<file path="src/design/refcount_slot_pool_allocator_core_macros.svh">
// Assertion macros for the slot pool allocator.
// Used by the datapath; empty bodies when SYNTHESIS is defined.
`ifndef REFCOUNT_SLOT_POOL_ALLOCATOR_CORE_MACROS_SVH
`define REFCOUNT_SLOT_POOL_ALLOCATOR_CORE_MACROS_SVH
`ifndef SYNTHESIS
`define RSPA_ASSERT_IMPL(label, clk, rst_n, ante, cons) \
    label: assert property (@(posedge clk) disable iff (!rst_n) (ante) |-> (cons)) \
        else $error("rspa: assertion failed");
`define RSPA_ASSERT_NEXT(label, clk, rst_n, ante, cons) \
    label: assert property (@(posedge clk) disable iff (!rst_n) (ante) |=> (cons)) \
        else $error("rspa: assertion failed");
`else
`define RSPA_ASSERT_IMPL(label, clk, rst_n, ante, cons)
`define RSPA_ASSERT_NEXT(label, clk, rst_n, ante, cons)
`endif
`endif

</file>
<file path="src/design/rspa_pkg.sv">
// Shared types and constants for the slot pool allocator.
// No dependencies.
`default_nettype none
package rspa_pkg;

    localparam int MAX_SLOTS = 64;
    localparam int REF_BITS  = 16;
    localparam int SLOT_W    = 6;
    localparam int CNT_W     = 7;
    localparam int OP_W      = 2;
    localparam int ST_W      = 3;

    localparam logic [REF_BITS-1:0] COUNT_MAX = {REF_BITS{1'b1}};

    localparam logic REG_ACTIVE_SLOTS = 1'b0;
    localparam logic [CNT_W-1:0] ACTIVE_RESET = CNT_W'(MAX_SLOTS);

    typedef enum logic [OP_W-1:0] {
        OP_ACQUIRE = 2'd0,
        OP_ADD_REF = 2'd1,
        OP_RELEASE = 2'd2,
        OP_NOP     = 2'd3
    } op_t;

    typedef enum logic [ST_W-1:0] {
        ST_OK        = 3'd0,
        ST_NO_FREE   = 3'd1,
        ST_NOT_HELD  = 3'd2,
        ST_OVERFLOW  = 3'd3,
        ST_BAD_INDEX = 3'd4
    } status_t;

    typedef enum logic {
        CS_IDLE,
        CS_EXEC
    } ctrl_state_t;

    typedef struct packed {
        logic load;
        logic exec;
    } dp_cmd_t;

endpackage
`default_nettype wire

</file>
<file path="src/design/rspa_ctrl.sv">
// Controller for the slot pool allocator: sequences capture and update.
// Depends on rspa_pkg.
`default_nettype none
module rspa_ctrl (
    input  wire               clk,
    input  wire               rst_n,
    input  wire               start,
    output logic              busy,
    output logic              done,
    output rspa_pkg::dp_cmd_t cmd
);
    import rspa_pkg::*;

    ctrl_state_t state_reg;
    ctrl_state_t state_next;
    logic        done_reg;

    always_ff @(posedge clk or negedge rst_n)
    begin
        if (!rst_n)
        begin
            state_reg <= CS_IDLE;
            done_reg  <= 1'b0;
        end
        else
        begin
            state_reg <= state_next;
            done_reg  <= cmd.exec;
        end
    end

    always_comb
    begin
        state_next = state_reg;
        cmd.load   = 1'b0;
        cmd.exec   = 1'b0;
        busy       = 1'b0;
        unique case (state_reg)
            CS_IDLE:
            begin
                if (start)
                begin
                    cmd.load   = 1'b1;
                    state_next = CS_EXEC;
                end
            end
            CS_EXEC:
            begin
                busy       = 1'b1;
                cmd.exec   = 1'b1;
                state_next = CS_IDLE;
            end
            default:
            begin
                state_next = CS_IDLE;
            end
        endcase
    end

    assign done = done_reg;

endmodule
`default_nettype wire

</file>
<file path="src/design/rspa_datapath.sv">
// Datapath for the slot pool allocator: count memory, held bitmap,
// lowest-free encoder, in-use and peak counters, result registers.
// Depends on rspa_pkg and the assertion macro header.
`default_nettype none
`include "refcount_slot_pool_allocator_core_macros.svh"
module rspa_datapath (
    input  wire                          clk,
    input  wire                          rst_n,
    input  wire rspa_pkg::dp_cmd_t       cmd,
    input  wire [rspa_pkg::CNT_W-1:0]    active_slots,
    input  wire [rspa_pkg::OP_W-1:0]     opcode,
    input  wire [rspa_pkg::SLOT_W-1:0]   slot_index,
    output logic [rspa_pkg::ST_W-1:0]    status,
    output logic [rspa_pkg::SLOT_W-1:0]  granted_slot,
    output logic                         slot_freed,
    output logic [rspa_pkg::CNT_W-1:0]   slots_in_use,
    output logic [rspa_pkg::CNT_W-1:0]   peak_in_use
);
    import rspa_pkg::*;

    logic [REF_BITS-1:0] count_mem [MAX_SLOTS];

    op_t                 op_reg;
    logic [SLOT_W-1:0]   idx_reg;
    logic [REF_BITS-1:0] rd_data_reg;
    logic [MAX_SLOTS-1:0] held_reg;
    logic [MAX_SLOTS-1:0] held_next;
    logic [CNT_W-1:0]    in_use_reg;
    logic [CNT_W-1:0]    in_use_next;
    logic [CNT_W-1:0]    peak_reg;
    logic [CNT_W-1:0]    peak_next;
    status_t             status_reg;
    status_t             status_next;
    logic [SLOT_W-1:0]   slot_reg;
    logic [SLOT_W-1:0]   slot_next;
    logic                freed_reg;
    logic                freed_next;

    logic [CNT_W-1:0]     limit;
    logic [MAX_SLOTS-1:0] free_mask;
    logic                 free_found;
    logic [SLOT_W-1:0]    free_slot;
    logic [REF_BITS-1:0]  cur_count;
    logic                 wr_en;
    logic [SLOT_W-1:0]    wr_addr;
    logic [REF_BITS-1:0]  wr_data;

    // Active slot count saturates at the pool size.
    assign limit = (active_slots > CNT_W'(MAX_SLOTS)) ? CNT_W'(MAX_SLOTS) : active_slots;

    always_comb
    begin
        for (int i = 0; i < MAX_SLOTS; i++)
        begin
            free_mask[i] = !held_reg[i] && (CNT_W'(i) < limit);
        end
    end

    // Lowest-numbered free slot.
    always_comb
    begin
        free_found = 1'b0;
        free_slot  = '0;
        for (int i = MAX_SLOTS - 1; i >= 0; i--)
        begin
            if (free_mask[i])
            begin
                free_found = 1'b1;
                free_slot  = SLOT_W'(i);
            end
        end
    end

    // An unheld slot reads as zero whatever the memory holds.
    assign cur_count = held_reg[idx_reg] ? rd_data_reg : '0;

    always_comb
    begin
        held_next   = held_reg;
        in_use_next = in_use_reg;
        peak_next   = peak_reg;
        status_next = ST_OK;
        slot_next   = idx_reg;
        freed_next  = 1'b0;
        wr_en       = 1'b0;
        wr_addr     = idx_reg;
        wr_data     = '0;
        unique case (op_reg)
            OP_ACQUIRE:
            begin
                if (free_found)
                begin
                    slot_next            = free_slot;
                    wr_en                = 1'b1;
                    wr_addr              = free_slot;
                    wr_data              = REF_BITS'(1);
                    held_next[free_slot] = 1'b1;
                    in_use_next          = in_use_reg + CNT_W'(1);
                    if (in_use_next > peak_reg)
                    begin
                        peak_next = in_use_next;
                    end
                end
                else
                begin
                    status_next = ST_NO_FREE;
                    slot_next   = '0;
                end
            end
            OP_ADD_REF, OP_RELEASE:
            begin
                priority if (CNT_W'(idx_reg) >= limit)
                begin
                    status_next = ST_BAD_INDEX;
                end
                else if (cur_count == '0)
                begin
                    status_next = ST_NOT_HELD;
                end
                else if (op_reg == OP_ADD_REF)
                begin
                    if (cur_count == COUNT_MAX)
                    begin
                        status_next = ST_OVERFLOW;
                    end
                    else
                    begin
                        wr_en   = 1'b1;
                        wr_data = cur_count + REF_BITS'(1);
                    end
                end
                else
                begin
                    wr_en   = 1'b1;
                    wr_data = cur_count - REF_BITS'(1);
                    if (cur_count == REF_BITS'(1))
                    begin
                        freed_next         = 1'b1;
                        held_next[idx_reg] = 1'b0;
                        if (in_use_reg != '0)
                        begin
                            in_use_next = in_use_reg - CNT_W'(1);
                        end
                    end
                end
            end
            default:
            begin
                status_next = ST_OK;
            end
        endcase
    end

    always_ff @(posedge clk)
    begin
        if (cmd.load)
        begin
            rd_data_reg <= count_mem[slot_index];
        end
        if (cmd.exec && wr_en)
        begin
            count_mem[wr_addr] <= wr_data;
        end
    end

    // Payload registers: no reset needed.
    always_ff @(posedge clk)
    begin
        if (cmd.load)
        begin
            op_reg  <= op_t'(opcode);
            idx_reg <= slot_index;
        end
        if (cmd.exec)
        begin
            status_reg <= status_next;
            slot_reg   <= slot_next;
            freed_reg  <= freed_next;
        end
    end

    always_ff @(posedge clk or negedge rst_n)
    begin
        if (!rst_n)
        begin
            held_reg   <= '0;
            in_use_reg <= '0;
            peak_reg   <= '0;
        end
        else if (cmd.exec)
        begin
            held_reg   <= held_next;
            in_use_reg <= in_use_next;
            peak_reg   <= peak_next;
        end
    end

    assign status       = status_reg;
    assign granted_slot = slot_reg;
    assign slot_freed   = freed_reg;
    assign slots_in_use = in_use_reg;
    assign peak_in_use  = peak_reg;

    `RSPA_ASSERT_IMPL(a_inuse_matches_held, clk, rst_n, 1'b1,
                      CNT_W'($countones(held_reg)) == in_use_reg)
    `RSPA_ASSERT_IMPL(a_peak_covers_inuse, clk, rst_n, 1'b1, peak_reg >= in_use_reg)
    `RSPA_ASSERT_NEXT(a_idle_holds_state, clk, rst_n, !cmd.exec,
                      $stable(held_reg) && $stable(peak_reg))
    `RSPA_ASSERT_IMPL(a_freed_only_ok, clk, rst_n, cmd.exec && freed_next,
                      status_next == ST_OK && op_reg == OP_RELEASE)

endmodule
`default_nettype wire

</file>
<file path="src/design/refcount_slot_pool_allocator_core.sv">
// Reference-counted slot pool allocator. Takes one command word when start is
// high and busy is low, and delivers one result word, marked by a one-cycle
// done strobe that the receiver cannot hold off. Each command first reads the
// slot's count from the single-port count memory, then updates it and
// registers the result; busy is low again while done is high, so a new command
// is taken only once the last one's result is registered. Reset clears all
// counts at once through a per-slot held bitmap; no clearing pass is needed.
// Depends on rspa_pkg, rspa_ctrl and rspa_datapath.
`default_nettype none
module refcount_slot_pool_allocator_core (
    input  wire                          clk,
    input  wire                          rst_n,
    input  wire                          psel,
    input  wire                          penable,
    input  wire                          pwrite,
    input  wire  [2:0]                   paddr,
    input  wire  [31:0]                  pwdata,
    output logic [31:0]                  prdata,
    output logic                         pready,
    input  wire                          start,
    output logic                         busy,
    input  wire  [rspa_pkg::OP_W-1:0]    opcode,
    input  wire  [rspa_pkg::SLOT_W-1:0]  slot_index,
    output logic                         done,
    output logic [rspa_pkg::ST_W-1:0]    status,
    output logic [rspa_pkg::SLOT_W-1:0]  granted_slot,
    output logic                         slot_freed,
    output logic [rspa_pkg::CNT_W-1:0]   slots_in_use,
    output logic [rspa_pkg::CNT_W-1:0]   peak_in_use
);
    import rspa_pkg::*;

    logic [CNT_W-1:0] active_reg;
    logic             reg_sel;
    logic             cfg_write;
    dp_cmd_t          cmd;

    assign pready    = 1'b1;
    assign reg_sel   = paddr[2];
    assign cfg_write = psel && penable && pwrite && pready;

    always_ff @(posedge clk or negedge rst_n)
    begin
        if (!rst_n)
        begin
            active_reg <= ACTIVE_RESET;
        end
        else if (cfg_write && (reg_sel == REG_ACTIVE_SLOTS))
        begin
            active_reg <= pwdata[CNT_W-1:0];
        end
    end

    assign prdata = (reg_sel == REG_ACTIVE_SLOTS) ? {{(32 - CNT_W){1'b0}}, active_reg} : '0;

    rspa_ctrl u_ctrl (
        .clk   (clk),
        .rst_n (rst_n),
        .start (start),
        .busy  (busy),
        .done  (done),
        .cmd   (cmd)
    );

    rspa_datapath u_datapath (
        .clk          (clk),
        .rst_n        (rst_n),
        .cmd          (cmd),
        .active_slots (active_reg),
        .opcode       (opcode),
        .slot_index   (slot_index),
        .status       (status),
        .granted_slot (granted_slot),
        .slot_freed   (slot_freed),
        .slots_in_use (slots_in_use),
        .peak_in_use  (peak_in_use)
    );

endmodule
`default_nettype wire
</file>
<file path="config.mk">
export PLATFORM = sky130hd
export DESIGN_NAME = refcount_slot_pool_allocator_core
export DESIGN_NICKNAME = d
export VERILOG_FILES = /design/src/design/rspa_pkg.sv /design/src/design/rspa_ctrl.sv /design/src/design/rspa_datapath.sv /design/src/design/refcount_slot_pool_allocator_core.sv
export VERILOG_INCLUDE_DIRS = /design/src /design/src/design
export SDC_FILE = /design/constraint.sdc
export NUM_CORES = 1
export LEC_CHECK = 0
export ABC_AREA = 0
export BUFFER_PORTS_ARGS = -buffer_cell sky130_fd_sc_hd__buf_2
export CAP_MARGIN = 20
export CORE_MARGIN = 5
export CORE_UTILIZATION = 30
export DETAILED_ROUTE_END_ITERATION = 12
export SLEW_MARGIN = 5
export SYNTH_ARGS = -nofsm -noshare
export SYNTH_HDL_FRONTEND = slang
export SYNTH_HIERARCHICAL = 1
export SYNTH_SLANG_ARGS = --single-unit
</file>
<file path="constraint.sdc">
create_clock -name clk -period 7.5 [get_ports clk]
set_input_delay 0.375 -clock clk [delete_from_list [all_inputs] [get_ports clk]]
set_output_delay 0.375 -clock clk [all_outputs]
set_load 0.1 [all_outputs]
</file>
* After elaboration in Yosys (flattened, before gate mapping) *
Memories as Yosys holds them, arrays and structs flattened. A register that Yosys moved wholly into a read port is not among the register bits.
Index checks and enable logic that the tools add are counted.

storage, ports and cells
  flip-flop bits (word level) = 105
  bits in writable memories = 1024
  input port bits = 49
  output and inout port bits = 59
  memories kept = 1

operators by class
  add/subtract/negate cells = 4
  order comparisons = 71
  eq/ne operators = 10
  mux-type cells = 179
  bitwise logic cells = 6
  reduce and logical (&&, ||, !) cells = 143

memory list
  name                  words  width  rd ports  clocked after Yosys merged registers in  wr ports  RTL line             RTL
  u_datapath.count_mem  64     16     1         1                                        1         rspa_datapath.sv:21  logic [REF_BITS-1:0] count_mem [MAX_SLOTS];

operator list
  kind                                                                          number
  6-bit two-way mux                                                             68
  64-bit two-way mux                                                            5
  6-bit by 7-bit less-than comparator with 1-bit output, first input constant   32
  64-bit case mux with 2 select lines                                           1
  5-bit by 7-bit less-than comparator with 1-bit output, first input constant   16
  1-bit two-way mux                                                             80
  16-bit two-way mux                                                            5
  1-bit logical AND                                                             70
  64-bit bitwise AND                                                            1
  1-bit logical NOT                                                             64
  64-bit NOT                                                                    1
  64-bit OR                                                                     1
  4-bit by 7-bit less-than comparator with 1-bit output, first input constant   8
  7-bit two-way mux                                                             8
  16-bit case mux with 2 select lines                                           1
  3-bit by 7-bit less-than comparator with 1-bit output, first input constant   4
  16-bit by 1-bit adder with 16-bit output, second input constant               1
  16-bit by 1-bit == test with 1-bit output, second input constant              1
  16-bit == test, second input constant                                         1
  16-bit logical NOT                                                            1
  16-bit by 1-bit subtractor with 16-bit output, second input constant          1
  1-bit by 7-bit less-than comparator with 1-bit output, first input constant   2
  2-bit by 7-bit less-than comparator with 1-bit output, first input constant   2
  6-bit by 7-bit less-than comparator with 1-bit output, second input constant  2
  other kinds (26)                                                              37

* Longest topological paths before layout *
  word-level depth = 75
  depth in mapped cells = 22

* Modules after synthesis *
Netlist, hierarchy kept.

by module, submodules not included
  module                             instances  cells an instance  area each (um^2)  seq. area each (um^2)
  rspa_datapath                      1          2566               48220.0           33722.3
  refcount_slot_pool_allocator_core  1          50                 543.0             176.4
  rspa_ctrl                          1          5                  78.8              50.0

* Worst setup path after synthesis *
No wires, ideal clock.

  path kind = flip-flop to flip-flop
  from = register u_datapath.idx_reg[2]
  to = memory u_datapath.count_mem[0][6], data pin
  setup time = 0.864 ns
  data arrival time = 6.677 ns
  data required time = 6.636 ns
  slack = -0.041 ns
  cell stages (with the launch flop) = 18
  cell sequence = edfxtp_1 -> buf_2 -> buf_1 -> buf_2 -> a31oi_1 -> o22a_1 -> o22a_1 -> nand3_1 -> clkbuf_1 -> clkbuf_1 -> nand2_1 -> ha_1 -> inv_1 -> nor2_1 -> o21ai_1 -> or4b_2 -> a21oi_1 -> nor4_1

between the ends
  cells in the longest elaborated chain, start to end = 9

ends and longest elaborated chain
  what                                                                               RTL line                                    RTL
  start, declared                                                                    rspa_datapath.sv:24                         logic [SLOT_W-1:0] idx_reg;
  start signal, assigned                                                             rspa_datapath.sv:172                        idx_reg <= slot_index;
  1-bit binary-select mux with 6-bit select                                          rspa_datapath.sv:75                         assign cur_count = held_reg[idx_reg] ? rd_data_reg : '0;
  1-bit two-way mux (implied by the code)                                            rspa_datapath.sv:75
  16-bit two-way mux                                                                 rspa_datapath.sv:75
  16-bit by 1-bit adder with 16-bit output / 16-bit == test (equally long branches)  rspa_datapath.sv:129, rspa_datapath.sv:122
  16-bit two-way mux                                                                 rspa_datapath.sv:122                        if (cur_count == COUNT_MAX)
  16-bit two-way mux                                                                 rspa_datapath.sv:120                        else if (op_reg == OP_ADD_REF)
  16-bit two-way mux                                                                 rspa_datapath.sv:116                        else if (cur_count == '0)
  16-bit two-way mux (*)                                                             rspa_datapath.sv:112                        priority if (CNT_W'(idx_reg) >= limit)
  16-bit case mux with 2 select lines (*)                                            rspa_datapath.sv:88                         unique case (op_reg)
  named net u_datapath.wr_data[6]                                                    rspa_datapath.sv:46                         logic [REF_BITS-1:0] wr_data;
  end, declared                                                                      rspa_datapath.sv:21

Mark *: on every way through the listed nets, which the timed path passes. The rest lies on a longest branch. The select of a mux whose other input is x is not followed.

* Final worst setup path *
  from = register active_reg[6]
  to = memory u_datapath.count_mem[14][4] (enable)

between the ends
  cells in the longest elaborated chain, start to end = 73

ends and longest elaborated chain
  what                                                   RTL line                                 RTL
  start, declared                                        refcount_slot_pool_allocator_core.sv:33  logic [CNT_W-1:0] active_reg;
  start signal, assigned                                 refcount_slot_pool_allocator_core.sv:50  active_reg <= pwdata[CNT_W-1:0];
  7-bit greater-than comparator                          rspa_datapath.sv:49                      assign limit = (active_slots > CNT_W'(MAX_SLOTS)) ? CNT_W'(MAX_SLOTS) : active_slots;
  7-bit two-way mux (*)                                  rspa_datapath.sv:49
  6-bit by 7-bit less-than comparator with 1-bit output  rspa_datapath.sv:55                      free_mask[i] = !held_reg[i] && (CNT_W'(i) < limit);
  1-bit logical AND                                      rspa_datapath.sv:55
  1-bit two-way mux (64 in series)                       rspa_datapath.sv:66                      if (free_mask[i])
  1-bit two-way mux                                      rspa_datapath.sv:91                      if (free_found)
  1-bit case mux with 2 select lines                     rspa_datapath.sv:88
  1-bit logical AND                                      rspa_datapath.sv:160                     if (cmd.exec && wr_en)
  1-bit two-way mux                                      rspa_datapath.sv:160
  1-bit two-way mux (implied by the code)                rspa_datapath.sv:162                     count_mem[wr_addr] <= wr_data;

Every way passes the cells marked *; elsewhere a longest branch is shown, timed or not.

==> out/summary.md <==
The flow ran to the end, and the final reports show no timing, DRC or antenna violations. Most common flop cell mapped by yosys: sky130_fd_sc_hd__edfxtp_1. The startpoint kind of the worst setup timing path was a flop.

Setup repair after global routing left no endpoint under its margin. The cell type contributing the most total cell area after synthesis was sky130_fd_sc_hd__edfxtp_1. For this run, the detailed router's first-pass iteration total came to 6.

The routed layout has 26,600 vias. In the layout the commonest cells are sky130_fd_sc_hd__edfxtp_1 (1,058), sky130_fd_sc_hd__mux4_2 (344), sky130_fd_sc_hd__buf_4 (124). The run gives 0 as the final-report max-slew violation count.

The peak-usage layer in the global routing report was met2. After synthesis, the share of flip-flops with an asynchronous set or reset is 7.60%. After detailed routing, the number of vias per cell comes to 5.30. The logs give 184,000 um for the wire length of the first global-routing pass and 20.5% for the global-route track usage on met1. TritonCTS built the clock tree. The net total in the final layout came out at 2,821. Across the run, the number of max-cap violations was 0.

The tools report the routability congestion estimate as 0.891. The placed instances occupy a cell area of 52,600 um2. Buffers added to address setup during post-CTS repair amount to 0. The area growth from synthesis to layout is 15.0%. Leaving out fill and tap cells, the most frequent cell in the layout is sky130_fd_sc_hd__edfxtp_1. Counting I/O delays and the setup requirement, the final critical path takes 6.22 ns. Across the VDD grid, the largest voltage drop is 191 uV. Count of buffers from port buffering: 54. The die is 413 um tall.

In the post-synthesis netlist, the biggest area contributors are sky130_fd_sc_hd__edfxtp_1 (65%), sky130_fd_sc_hd__mux4_2 (16%), sky130_fd_sc_hd__dfrtp_1 (4.4%). The internal power of the cells totals 0.0104 W. CTS saw 1,145 sinks. The endpoint class of the critical path was a flop. The final-report hold violation count was 0; the clock-pin slew on the worst setup and hold paths was 0.06 ns. The per-cell routed wire length came out at 25.1 um. The sequential share of the synthesized area was 69.5%. The tools report the maximum buffer depth of the clock tree as 3. The maximum fanout encountered on the critical timing path was 28; the share of final-layout standard cells stronger than drive strength 1 was 28.7%.

For the instance count of the mapped netlist, the log shows 2,621. Data on the critical path arrives at its endpoint at 6.58 ns. For the worst setup path, the data required time is 7.86 ns. The net load switching power came out at 0.00383 W. Setup violations remaining at the end of the flow were counted as 0.

The via count of the first global-routing pass is 26,200, and the headroom to the max-slew limit is 22.5%. The number of ports placed on the die boundary was 108; the leakage power of the design was 17.5 nW. The total standard cell area after synthesis was 48,800 um2.

The number of DRC markers after the initial detailed-route iteration was 2,825; the fraction of power spent switching nets was 26.8%. The logs give 6 for the number of warning messages in the yosys log and 2.35% for the fraction of met3 tracks used by global routing. Fraction of the cycle the final worst path needs: 82.9%.

The run gives 14.5% as the overall fraction of global-route tracks in use. In this run the worst hold path is classified as input port to flop. The number of antenna violations at the first check in global routing is 12.

The buffer cell driving the clock tree root is sky130_fd_sc_hd__clkbuf_16. The flip-flop count of the largest register, all copies and words added came out at 1,024. The number of flops mapped to enable cells by yosys came out at 1,058. The run gives 171,000 um2 as the overall die area. The synthesized design contains 1,145 register bits. Dividing total power by cell area gives a power density of 254 nW/um2. The tools report the sum of negative setup slack as 0 ns. The number of CTS-inserted buffers is 110. The average instance in the mapped netlist occupies 18.6 um2.

The initialized floorplan defines 148 standard-cell rows. The logs give 126,000 um for the wire length reported by the detailed router and 0 for the residual overflow from global routing. H-tree depth reported by CTS: 3. Global routing used 23.5% of the available met2 tracks. The proportion of netlist area held by the largest area contributor works out to 65.0%.

For this configuration, the core starts out at a cell density of 30.1%. Combinational logic is responsible for 13.0% of the overall power. The tools report the clock latency at the later pin of the worst-skew pair as 0.74 ns. The horizontal die dimension came out at 413 um. The setup path with the least slack is of type flop to flop. Entering global routing, the biggest net connects 103 pins. For the share of power burned in the clock network, the log shows 36.7%.

The core region area was 162,000 um2; the pin slew with the least headroom to its limit was 1.16 ns. Derived from the worst setup path, the maximum achievable clock frequency is 161 MHz. Sequential cells account for 50.2% of the total power. The count of nets left with antenna violations once routing finished came out at 0.

The cell area after layout is 56,200 um2. For the estimated wirelength of the detail-placed design, the log shows 78,000 um. Between clock sinks in the finished design, the worst skew comes to 0.0676 ns. After detailed routing, the number of remaining DRC violations is 0. Number of distinct standard cells referenced by the synthesized netlist: 107.
==> cells in the mapped netlist (16+ instances only) <==
library cell and number:
sky130_fd_sc_hd__mux4_2 344, sky130_fd_sc_hd__inv_1 33, sky130_fd_sc_hd__nand2b_1 22, sky130_fd_sc_hd__nor2_1 63
sky130_fd_sc_hd__a21oi_1 71, sky130_fd_sc_hd__ha_1 22, sky130_fd_sc_hd__edfxtp_1 1058, sky130_fd_sc_hd__nor3_1 22
sky130_fd_sc_hd__nand3_1 42, sky130_fd_sc_hd__buf_4 31, sky130_fd_sc_hd__buf_1 30, sky130_fd_sc_hd__buf_2 38
sky130_fd_sc_hd__a21o_1 16, sky130_fd_sc_hd__dfrtp_1 86, sky130_fd_sc_hd__o31ai_1 77, sky130_fd_sc_hd__o21ai_0 87
sky130_fd_sc_hd__nand2_1 68, sky130_fd_sc_hd__nor4_1 63, sky130_fd_sc_hd__mux2_2 19, sky130_fd_sc_hd__nand4_1 17
sky130_fd_sc_hd__clkbuf_1 94
==> final timing paths <==
check	slack, ns	cells after the start	startpoint	to
min reg2reg	0.54	1	u_datapath/peak_in_use[6]	u_datapath/peak_in_use[6]
max reg2reg	1.28	11	active_reg[6]	u_datapath/count_mem[14][4]
min in group asynchronous	0.19	2	rst_n	active_reg[1]
max in group asynchronous	6.14	3	rst_n	u_datapath/peak_in_use[2]
min	0.11	2	start	u_ctrl/state_reg
max	1.28	11	active_reg[6]	u_datapath/count_mem[14][4]
==> what timing repair did <==
item | in CTS | in global routing
hold endpoints to repair | 38 | 0
resized for setup | 0 | 0
hold buffers | 10 | 0
setup endpoints to repair | 0 | 0
==> power by group through the flow <==
stage | registers, W | clock network, W | logic, W
6_report | 0.00717 | 0.00525 | 0.00186
4_1_cts | 0.00717 | 0.00538 | 0.00186
2_1_floorplan | 0.00748 | 0 | 0.00110
5_1_grt | 0.00718 | 0.00567 | 0.00197
3_3_place_gp | 0.00730 | 0 | 0.00184
3_5_place_dp | 0.00730 | 0 | 0.00185
==> final cells by class <==
type	instances	area, um2
multi-input cells	1270	14600
repair buffers	190	1410
clock inverters	57	478
clock buffers	145	2920
flip-flops and latches	1145	33900
diodes	3	7.51
fillers	15200	106000
inverters	33	124
well taps	2175	2720
==> worst max-delay path, stage by stage, from the launching register on <==
cell                      delay, ns
sky130_fd_sc_hd__dfstp_2       0.51
sky130_fd_sc_hd__buf_4         0.31
sky130_fd_sc_hd__nor4b_2       0.82
sky130_fd_sc_hd__a21oi_1       0.29
sky130_fd_sc_hd__o41ai_2       0.60
sky130_fd_sc_hd__nand4_1       0.36
sky130_fd_sc_hd__or3_1         0.57
sky130_fd_sc_hd__o21ai_2       0.57
sky130_fd_sc_hd__a21o_1        0.31
sky130_fd_sc_hd__nand2_1       0.64
sky130_fd_sc_hd__nor4_2        0.46
sky130_fd_sc_hd__buf_4         0.39
==> kinds of logic after synthesis <==
family          Yosys count  share of synthesized area (%)
compound gates          424                           6.07
xor+xnor                 12                          0.215
fa+ha+maj                22                          0.564
buf+inv                 230                           2.16
flops                  1145                           69.5
mux                     372                           16.5
other cells               2                         0.0154
simple gates            414                           4.97
==> per-stage QoR <==
step           worst slack [ns]  instances  power, W  hold WS (ns)  util, %
6_report                   1.28       5018    0.0143         0.108     34.6
5_1_grt                   0.871       5016    0.0148        0.0905     34.6
4_1_cts                    1.34       5013    0.0144        0.0606     34.5
3_5_place_dp               1.33       4801   0.00915         0.329     32.4
3_3_place_gp               1.43       4801   0.00914         0.329     32.4
2_1_floorplan             0.464       2645   0.00858        0.0794        -
==> routing by layer <==
layer | up-vias | wire length, um
met5 | - | 0
met4 | 0 | 3510
met3 | 206 | 8030
met2 | 1007 | 60600
met1 | 14100 | 53900
li1 | 11300 | -
Power figures use the tool's default switching activity.
